==> src/sv/lmbs_pkg.sv <==
`timescale 1ns / 1ps
// ============================================================================
// lmbs_pkg: shared types, constants and helpers of the LED matrix scan block
// Holds the frame store geometry, field widths, register indexes, item kinds
// and the clamping and address functions used by the scan and store logic.
// ============================================================================
package lmbs_pkg;

    // Frame store geometry
    localparam int PLANES          = 11;
    localparam int MAX_COLUMNS     = 128;
    localparam int MAX_DOUBLE_ROWS = 16;
    localparam int STORE_DEPTH     = MAX_DOUBLE_ROWS * PLANES * MAX_COLUMNS;
    localparam int STORE_AW        = $clog2(STORE_DEPTH);

    // Field widths
    localparam int ROW_W    = 4;
    localparam int PLANE_W  = 4;
    localparam int COL_W    = $clog2(MAX_COLUMNS);
    localparam int COLOUR_W = 6;
    localparam int RP_W     = STORE_AW - COL_W;

    // Configuration register widths
    localparam int SHOWN_W     = 4;
    localparam int ROWS_W      = 5;
    localparam int COLS_W      = 8;
    localparam int BASE_W      = 10;
    localparam int CFG_IDX_W   = 2;
    localparam int CFG_DATA_W  = 10;
    localparam int ONTIME_W    = BASE_W + PLANES - 1;

    // Configuration register indexes
    localparam logic [CFG_IDX_W-1:0] CFG_SHOWN_PLANES     = 2'd0;
    localparam logic [CFG_IDX_W-1:0] CFG_DOUBLE_ROW_COUNT = 2'd1;
    localparam logic [CFG_IDX_W-1:0] CFG_COLUMN_COUNT     = 2'd2;
    localparam logic [CFG_IDX_W-1:0] CFG_BASE_TICKS       = 2'd3;

    // Configuration reset values
    localparam logic [SHOWN_W-1:0] SHOWN_RESET = 4'd11;
    localparam logic [ROWS_W-1:0]  ROWS_RESET  = 5'd16;
    localparam logic [COLS_W-1:0]  COLS_RESET  = 8'd32;
    localparam logic [BASE_W-1:0]  BASE_RESET  = 10'd100;

    // Item kinds
    localparam logic KIND_WRITE = 1'b0;
    localparam logic KIND_TICK  = 1'b1;

    // Configuration registers as seen by the scan sequencer
    typedef struct packed {
        logic [SHOWN_W-1:0] shown_planes;
        logic [ROWS_W-1:0]  double_row_count;
        logic [COLS_W-1:0]  column_count;
        logic [BASE_W-1:0]  base_ticks;
    } t_cfg;

    // Panel pin levels; from_ram selects the store read data for the colours
    typedef struct packed {
        logic [ROW_W-1:0]    row;
        logic [COLOUR_W-1:0] colour;
        logic                from_ram;
        logic                clk;
        logic                latch;
        logic                blank;
    } t_pins;

    // Frame store read request from the scan sequencer
    typedef struct packed {
        logic               en;
        logic [ROW_W-1:0]   row;
        logic [PLANE_W-1:0] plane;
        logic [COL_W-1:0]   col;
    } t_rd_req;

    // Shown planes clamped to one through PLANES.
    function automatic logic [SHOWN_W-1:0] eff_planes(input logic [SHOWN_W-1:0] v);
        logic [SHOWN_W-1:0] r;
        if (v == '0) begin
            r = SHOWN_W'(1);
        end else if (v > SHOWN_W'(PLANES)) begin
            r = SHOWN_W'(PLANES);
        end else begin
            r = v;
        end
        return r;
    endfunction

    // Double row count clamped to one through MAX_DOUBLE_ROWS.
    function automatic logic [ROWS_W-1:0] eff_rows(input logic [ROWS_W-1:0] v);
        logic [ROWS_W-1:0] r;
        if (v == '0) begin
            r = ROWS_W'(1);
        end else if (v > ROWS_W'(MAX_DOUBLE_ROWS)) begin
            r = ROWS_W'(MAX_DOUBLE_ROWS);
        end else begin
            r = v;
        end
        return r;
    endfunction

    // Column count clamped to one through MAX_COLUMNS.
    function automatic logic [COLS_W-1:0] eff_cols(input logic [COLS_W-1:0] v);
        logic [COLS_W-1:0] r;
        if (v == '0) begin
            r = COLS_W'(1);
        end else if (v > COLS_W'(MAX_COLUMNS)) begin
            r = COLS_W'(MAX_COLUMNS);
        end else begin
            r = v;
        end
        return r;
    endfunction

    // Base ticks with zero acting as one.
    function automatic logic [BASE_W-1:0] eff_base(input logic [BASE_W-1:0] v);
        return (v == '0) ? BASE_W'(1) : v;
    endfunction

    // Linear store address: (row * PLANES + plane) * MAX_COLUMNS + column.
    function automatic logic [STORE_AW-1:0] store_addr(
        input logic [ROW_W-1:0]   row,
        input logic [PLANE_W-1:0] plane,
        input logic [COL_W-1:0]   col
    );
        logic [RP_W-1:0] rp;
        rp = RP_W'(row) * RP_W'(PLANES) + RP_W'(plane);
        return {rp, col};
    endfunction

endpackage

==> src/sv/lmbs_scan.sv <==
`timescale 1ns / 1ps
// ============================================================================
// lmbs_scan: panel scan sequencer
// Steps through row setup, column shifting, latch and the binary weighted
// on-time of each plane, one pin update per scan tick, and issues the frame
// store read for each data tick.
// ============================================================================
module lmbs_scan (
    input  logic               i_clk,
    input  logic               i_rst_n,
    input  logic               i_tick,
    input  lmbs_pkg::t_cfg     i_cfg,
    output lmbs_pkg::t_pins    o_pins,
    output lmbs_pkg::t_rd_req  o_rd
);

    localparam int PH_W = 3;
    localparam logic [PH_W-1:0] PH_ROW      = 3'd0;
    localparam logic [PH_W-1:0] PH_DATA     = 3'd1;
    localparam logic [PH_W-1:0] PH_CLOCK    = 3'd2;
    localparam logic [PH_W-1:0] PH_CLEAR    = 3'd3;
    localparam logic [PH_W-1:0] PH_LATCH_HI = 3'd4;
    localparam logic [PH_W-1:0] PH_LATCH_LO = 3'd5;
    localparam logic [PH_W-1:0] PH_LIGHT    = 3'd6;
    localparam logic [PH_W-1:0] PH_HOLD     = 3'd7;

    localparam logic [lmbs_pkg::PLANE_W-1:0] PLANE_RESET =
        lmbs_pkg::PLANE_W'(lmbs_pkg::PLANES) - lmbs_pkg::eff_planes(lmbs_pkg::SHOWN_RESET);

    logic [PH_W-1:0]                 r_phase,  n_phase;
    logic [lmbs_pkg::ROW_W-1:0]      r_row,    n_row;
    logic [lmbs_pkg::PLANE_W-1:0]    r_plane,  n_plane;
    logic [lmbs_pkg::COL_W-1:0]      r_col,    n_col;
    logic [lmbs_pkg::ONTIME_W-1:0]   r_ontime, n_ontime;
    lmbs_pkg::t_pins                 r_pins,   n_pins;

    logic [lmbs_pkg::COLS_W-1:0]     col_next;
    logic [lmbs_pkg::ROWS_W-1:0]     row_next;
    logic [lmbs_pkg::PLANE_W:0]      plane_next;

    assign col_next   = lmbs_pkg::COLS_W'(r_col) + 1'b1;
    assign row_next   = lmbs_pkg::ROWS_W'(r_row) + 1'b1;
    assign plane_next = {1'b0, r_plane} + 1'b1;

    // Next scan state for one tick.
    always_comb begin
        n_phase  = r_phase;
        n_row    = r_row;
        n_plane  = r_plane;
        n_col    = r_col;
        n_ontime = r_ontime;
        n_pins   = r_pins;
        o_rd.en    = 1'b0;
        o_rd.row   = r_row;
        o_rd.plane = r_plane;
        o_rd.col   = r_col;
        if (i_tick) begin
            case (r_phase)
                PH_ROW: begin
                    n_pins.row = r_row;
                    n_col      = '0;
                    n_phase    = PH_DATA;
                end
                PH_DATA: begin
                    // Colours come from the registered store read data.
                    o_rd.en         = 1'b1;
                    n_pins.from_ram = 1'b1;
                    n_pins.clk      = 1'b0;
                    n_phase         = PH_CLOCK;
                end
                PH_CLOCK: begin
                    n_pins.clk = 1'b1;
                    if (col_next >= lmbs_pkg::eff_cols(i_cfg.column_count)) begin
                        n_phase = PH_CLEAR;
                    end else begin
                        n_col   = col_next[lmbs_pkg::COL_W-1:0];
                        n_phase = PH_DATA;
                    end
                end
                PH_CLEAR: begin
                    n_pins.colour   = '0;
                    n_pins.from_ram = 1'b0;
                    n_pins.clk      = 1'b0;
                    n_col           = '0;
                    n_phase         = PH_LATCH_HI;
                end
                PH_LATCH_HI: begin
                    n_pins.latch = 1'b1;
                    n_phase      = PH_LATCH_LO;
                end
                PH_LATCH_LO: begin
                    n_pins.latch = 1'b0;
                    n_phase      = PH_LIGHT;
                end
                PH_LIGHT: begin
                    // The blank-low tick counts as the first lit tick.
                    n_pins.blank = 1'b0;
                    n_ontime     = lmbs_pkg::ONTIME_W'(lmbs_pkg::eff_base(i_cfg.base_ticks))
                                   << r_plane;
                    n_phase      = PH_HOLD;
                end
                PH_HOLD: begin
                    if (r_ontime > lmbs_pkg::ONTIME_W'(1)) begin
                        n_ontime = r_ontime - 1'b1;
                    end else begin
                        n_ontime     = '0;
                        n_pins.blank = 1'b1;
                        n_col        = '0;
                        if (plane_next < (lmbs_pkg::PLANE_W + 1)'(lmbs_pkg::PLANES)) begin
                            n_plane = plane_next[lmbs_pkg::PLANE_W-1:0];
                            n_phase = PH_DATA;
                        end else begin
                            // Last plane of the row: move to the next double row.
                            if (row_next >= lmbs_pkg::eff_rows(i_cfg.double_row_count)) begin
                                n_row = '0;
                            end else begin
                                n_row = row_next[lmbs_pkg::ROW_W-1:0];
                            end
                            n_plane = lmbs_pkg::PLANE_W'(lmbs_pkg::PLANES)
                                      - lmbs_pkg::eff_planes(i_cfg.shown_planes);
                            n_phase = PH_ROW;
                        end
                    end
                end
                default: begin
                    n_phase = PH_ROW;
                end
            endcase
        end
    end

    // Scan state registers.
    always_ff @(posedge i_clk) begin
        if (!i_rst_n) begin
            r_phase       <= PH_ROW;
            r_row         <= '0;
            r_plane       <= PLANE_RESET;
            r_col         <= '0;
            r_ontime      <= '0;
            r_pins        <= '0;
            r_pins.blank  <= 1'b1;
        end else begin
            r_phase  <= n_phase;
            r_row    <= n_row;
            r_plane  <= n_plane;
            r_col    <= n_col;
            r_ontime <= n_ontime;
            r_pins   <= n_pins;
        end
    end

    // Pin levels after the current item.
    assign o_pins = n_pins;

    // Checks
    a_plane_in_store: assert property (@(posedge i_clk) disable iff (!i_rst_n)
        r_plane < lmbs_pkg::PLANE_W'(lmbs_pkg::PLANES))
        else $error("plane counter beyond the store");

    a_latch_while_blank: assert property (@(posedge i_clk) disable iff (!i_rst_n)
        r_pins.latch |-> r_pins.blank)
        else $error("latch pulsed while LEDs are lit");

    a_lit_means_quiet: assert property (@(posedge i_clk) disable iff (!i_rst_n)
        !r_pins.blank |-> (!r_pins.clk && !r_pins.from_ram && r_pins.colour == '0))
        else $error("shift lines active while LEDs are lit");

    a_hold_counts_down: assert property (@(posedge i_clk) disable iff (!i_rst_n)
        (r_phase == PH_HOLD) |-> (r_ontime != '0))
        else $error("on-time hold with an empty counter");

endmodule

==> config.mk <==
export PLATFORM = sky130hd
export DESIGN_NAME = lmbs_scan
export DESIGN_NICKNAME = d
export VERILOG_FILES = /design/src/sv/lmbs_pkg.sv /design/src/sv/lmbs_scan.sv
export SDC_FILE = /design/constraint.sdc
export NUM_CORES = 1
export LEC_CHECK = 0
export ABC_AREA = 1
export BUFFER_PORTS_ARGS = -buffer_cell sky130_fd_sc_hd__buf_2
export CAP_MARGIN = 30
export CORE_MARGIN = 2
export CORE_UTILIZATION = 58
export DETAILED_ROUTE_END_ITERATION = 10
export PLACE_DENSITY_LB_ADDON = 0.3
export SYNTH_ARGS = -nofsm -noshare
export SYNTH_HDL_FRONTEND = slang
export SYNTH_SLANG_ARGS = --single-unit
==> constraint.sdc <==
create_clock -name i_clk -period 2.92 [get_ports i_clk]
set_input_delay 0.146 -clock i_clk [delete_from_list [all_inputs] [get_ports i_clk]]
set_output_delay 0.146 -clock i_clk [all_outputs]
set_load 0.01 [all_outputs]
### Word-level counts from Yosys, hierarchy flattened

Cells that the tools add are included.

| storage, ports and cells | value |
|---|---|
| register bits | 52 |
| input bits | 30 |
| logic and storage cells | 87 |

| cells by class | value |
|---|---|
| $add $sub $neg | 5 |
| order comparisons | 7 |
| equality and inequality tests | 9 |
| shift-type cells | 1 |
| mux-type cells | 38 |
| bitwise operators | 2 |
| reduce and logical (&&, ||, !) cells | 14 |

Operators with widths:

| kind | number |
|---|---|
| 20-bit case mux with 2 select lines | 1 |
| 4-bit 2-to-1 mux | 9 |
| 8-bit 2-to-1 mux | 4 |
| 5-bit 2-to-1 mux | 6 |
| 3-bit case mux with 8 select lines | 1 |
| 7-bit case mux with 3 select lines | 1 |
| 20-bit by 1-bit greater-than comparator with 1-bit output (second input constant) | 1 |
| 20-bit 2-to-1 mux | 1 |
| 10-bit by 4-bit << shifter with 20-bit output | 1 |
| 20-bit by 1-bit subtractor with 20-bit output (second input constant) | 1 |
| 14-bit 2-to-1 mux | 1 |
| 7-bit 2-to-1 mux | 2 |
| 3-bit equality test (second input constant) | 4 |
| 4-bit by 1-bit adder with 5-bit output (second input constant) | 2 |
| 10-bit zero test | 1 |
| 10-bit 2-to-1 mux | 1 |
| 7-bit by 1-bit adder with 8-bit output (second input constant) | 1 |
| 8-bit >= comparator | 1 |
| 8-bit greater-than comparator (second input constant) | 1 |
| 8-bit zero test | 1 |
| 1-bit case mux with 2 select lines | 4 |
| 4-bit AND reduction | 2 |
| 3-bit by 2-bit equality test with 1-bit output (second input constant) | 2 |
| 6-bit 2-to-1 mux | 1 |
| 19 further kinds | 26 |

### Longest topological paths before layout

| logic depth | value |
|---|---|
| depth in word-level cells | 9 |
| depth in mapped cells | 19 |

### Worst setup path before layout

OpenSTA, ideal clock, no wires.

| path | value |
|---|---|
| path type | register to register |
| start | register r_col[0] in the netlist's numbering |
| end | register r_col[3] in the netlist's numbering |
| library setup time | 113 ps |
| data arrival time | 2089 ps |
| path slack | 718 ps |
| cell stages (with the launch flop) | 17 |
| path buffers | 1 |
| clock period less this slack | 2202 ps |
| cell sequence | dfxtp_1 -> ha_1 -> nand3_1 -> nor2_1 -> nand2_1 -> xor2_1 -> ha_1 -> nand2_1 -> o21a_1 -> nand3_1 -> nand2_1 -> nand2_1 -> nor2_4 -> buf_6 -> nand2_1 -> nand2_1 -> nor2_1 |

| on the way | value |
|---|---|
| cells in the longest elaborated chain, start to end | 4 |
| elaborated cells on any way between the ends | 6 |

Ends and longest elaborated chain:

| what | line | RTL |
|---|---|---|
| start: declaration | lmbs_scan.sv:33 | `logic [lmbs_pkg::COL_W-1:0] r_col, n_col;` |
| start signal: assignment | lmbs_scan.sv:146 | `r_col <= n_col;` |
| 7-bit by 1-bit adder with 8-bit output (*) | lmbs_scan.sv:41 | `assign col_next = lmbs_pkg::COLS_W'(r_col) + 1'b1;` |
| 8-bit >= comparator | lmbs_scan.sv:73 | `if (col_next >= lmbs_pkg::eff_cols(i_cfg.column_count)) begin` |
| 2-bit inequality test (no line) | -- |  |
| 4-bit AND reduction (no line) | -- |  |

Mark *: on every way between the ends. The rest lies on a longest branch, timed or not. The select of a mux whose other input is x is not followed.
A chain may end at the register's enable or synchronous reset.

==> metrics.yaml <==
status:
  outcome: "completed"
logic_synthesis:
  yosysUniqueCellTypes: 36
  synthCells: 659
  synth_simple_gate_area_share_pct: 36.67
  ys_seq_elements: 52
  synth_xor_area_share_pct: 4.158
  synth_compound_area_share_pct: 15.66
  syn_avg_cell_area_um2: 6.074
  synth_mux_area_share_pct: 0.2501
  netlist_area_mm2: 0.004003
  synth_top_family_by_area: "simple AND/OR/NAND/NOR gates"
  synth_nets: 707
  yosysWarnings: 0
  yosysSeqAreaShare_pct: 26.01
  synthAdderAreaFrac_pct: 5.627
grt:
  grt_antenna_before_repair: 0
  grtUsageTotal_pct: 26.31
  grt_pass1_wl_um: 16390
  grt_overflow: 0
  grt_max_degree: 24
  grt_pass1_vias: 3744
floorplanning:
  core_mm2: 0.006719
  die_h_um: 87.07
  die_w_um: 87.07
  dieArea_mm2: 0.007581
  initial_utilization_pct: 59.57
  placementRows: 30
  io_pins: 60
worst_hold_path:
  hold_path_class: "in -> reg"
route:
  via_per_inst: 5.421
  drt_first_pass_iters: 5
  antenna_left: 0
  wire_per_inst_um: 12.24
  vias: 4277
  dr.first_iter.drc_count: 199
  wirelength_um: 9655
  drc: 0
power:
  power.density_mw_per_mm2: 323.2
  p_leak_nw: 2.244
  ir_drop_mv: 0.2093
  fin_total_pwr_mw: 1.434
placed_design:
  hpwl_um: 7513
  port_buffers: 59
  pre_cts_ws_ns: 0.5401
  placed_cells: 780
  placed_cell_area_mm2: 0.004334
  gp_congestion: 0.9197
worst_setup_path:
  worstReg2RegEnd: "r_col[2]"
  worstSetupPathType: "reg -> out"
  crit_fanout: 4
  crit_path_end: "o_pins[0]"
  r2r_cells: 17
  slowest_stage: "dfxtp_1"
  r2r-start: "r_col[0]"
  crit_path_start_kind: "flip-flop"
  cp.arrival_ns: 2.28
  rrSetupSlack_ns: 0.50
  cp.depth: 13
  critPathRequiredTime_ns: 2.77
  cp_top_family: "simple AND/OR/NAND/NOR gates"
  crit_buf_inv: 4
  cp_cell_sequence: "inv_1 > ha_1 > nand2_1 > nor2_4 > nand2_1 > inv_1 > nand2_1 > o21ai_2 > nand3_1 > nand2_1 > o21ai_0 > inv_1 > buf_2"
  end_kind: "output port"
  cpMostUsedCell: "nand2_1"
  startpoint: "r_ontime[0]"
  slowest_delay_ns: 0.35
timing:
  skew_ns: 0.009813
  min_period_over_period_pct: 83.13
  hold_viol_final: 0
  slew-limit-headroom_pct: 52.93
  fmax_mhz: 412.0
  layout_setup_ws_ns: 0.4925
  tightest_slew_ns: 0.7034
  rsz0062_at_grt: "false"
  drv_slew: 0
  min_period_ns: 2.427
  fin_tns_setup_ns: 0
  setup_viol_count_final: 0
final_layout:
  nets: 756
  fin_cells: 789
  mostFrequentLayoutCells: "nand2_1, inv_1, nor2_1, a21oi_1, buf_2"
  diodes: 0
  drive_gt1_share_pct: 13.82
  area_growth_syn_to_layout_pct: 10.88
  final_common_cell: "nand2_1"
  final_area_mm2: 0.004438
cts:
  cts_hold_buf: 0
  clockRootBuffer: "clkbuf_8"
  cts_buffers: 5
  insertion_delay_ns: 0.32
  cts.reportedPaths.clkPinSlew_ns: 0.11
  clockBufferDepth: 2
  htree_levels: 2
  clock-sinks: 52
  cts_tree: "built"
  post-cts-setup-buffers: 0
  cts_resized: 0
run:
  drv_cap: 0
==> metal layers <==
| layer | global-route usage, % | share of wire [%] |
|---|---|---|
| met1 | 33.70 | 44 |
| met2 | 47.05 | 49 |
| met3 | 3.507 | 5.8 |
| met4 | 5.398 | 1.4 |
| met5 | 0 | 0 |
==> logic make-up (layout without fill, tap and decap cells) <==
group | Yosys count | count (layout)
AO/OA/AOI/OAI | 120 | 120
XOR/XNOR | 19 | 19
adder cells (fa/ha/maj) | 18 | 18
buffers and inverters | 118 | 168
flip-flops | 52 | 52
multiplexers | 1 | 1
AND/OR/NAND/NOR | 331 | 331
==> registers in the layout, indices dropped and copies added, names as in the netlist <==
| signal | count |
|---|---|
| r_col | 7 |
| r_ontime | 20 |
| r_pins | 14 |
| r_phase | 3 |
| r_plane | 4 |
| r_row | 4 |
==> worst min path at each step <==
stage	endpoint	cells after the start	start	slack, ns
2_1_floorplan	r_ontime[19]	2	i_rst_n	0.28
3_3_place_gp	r_pins[5]	2	r_pins[5]	0.43
3_5_place_dp	r_pins[7]	2	r_pins[7]	0.44
4_1_cts	r_pins[0]	2	i_rst_n	0.18
5_1_grt	r_pins[2]	3	i_tick	0.23
6_report	r_pins[0]	2	i_rst_n	0.20
==> Yosys cell counts <==
cell type | n | share of area (%)
nand3_1 | 52 | 6.5
nand3b_1 | 3 | 0.56
nand2_1 | 142 | 13
o21ai_0 | 48 | 6.0
nand2_4 | 1 | 0.28
clkbuf_2 | 1 | 0.12
o21ai_2 | 1 | 0.22
nand3_4 | 1 | 0.44
xor2_1 | 15 | 3.3
dfxtp_1 | 52 | 26
nand2_2 | 1 | 0.16
a31oi_1 | 1 | 0.16
or2_2 | 10 | 1.6
a21oi_1 | 62 | 7.8
nor2_1 | 86 | 8.1
clkinv_1 | 1 | 0.094
nand3_2 | 2 | 0.50
mux2i_1 | 1 | 0.25
nand4_1 | 12 | 1.9
xnor2_1 | 4 | 0.88
o211ai_1 | 2 | 0.38
o2111ai_1 | 1 | 0.22
buf_6 | 1 | 0.28
and2_1 | 1 | 0.16
nor2_4 | 4 | 1.1
buf_2 | 8 | 1.0
o21a_1 | 1 | 0.19
buf_4 | 1 | 0.19
nor4_1 | 1 | 0.16
inv_1 | 92 | 8.6
inv_2 | 2 | 0.19
ha_1 | 18 | 5.6
clkbuf_1 | 12 | 1.1
nor2_2 | 3 | 0.47
nor3_1 | 12 | 1.5
a211oi_1 | 4 | 0.75
==> per-stage QoR <==
stage / utilization [%] / hold WS, ns
floorplan: - / 0.2844
global placement: 64.28 / 0.4312
detailed placement: 64.51 / 0.4397
CTS: 65.94 / 0.1825
global route: 66.05 / 0.2300
finish: 66.05 / 0.1991
==> where the power goes <==
group | internal (mW) | switching [mW]
logic | 0.0971 | 0.150
registers | 0.726 | 0.0154
clock network | 0.177 | 0.270
==> layout make-up <==
| class | instances | area (µm²) |
|---|---|---|
| multi-input combinational | 489 | 2496 |
| tap | 80 | 100.1 |
| timing repair buffer | 65 | 347.8 |
| clock buffer | 5 | 68.82 |
| sequential | 52 | 1041 |
| inverter | 95 | 356.6 |
| fill | 669 | 2281 |
| clock inverter | 3 | 27.53 |
Note: power is estimated with default switching activity, not from simulation.
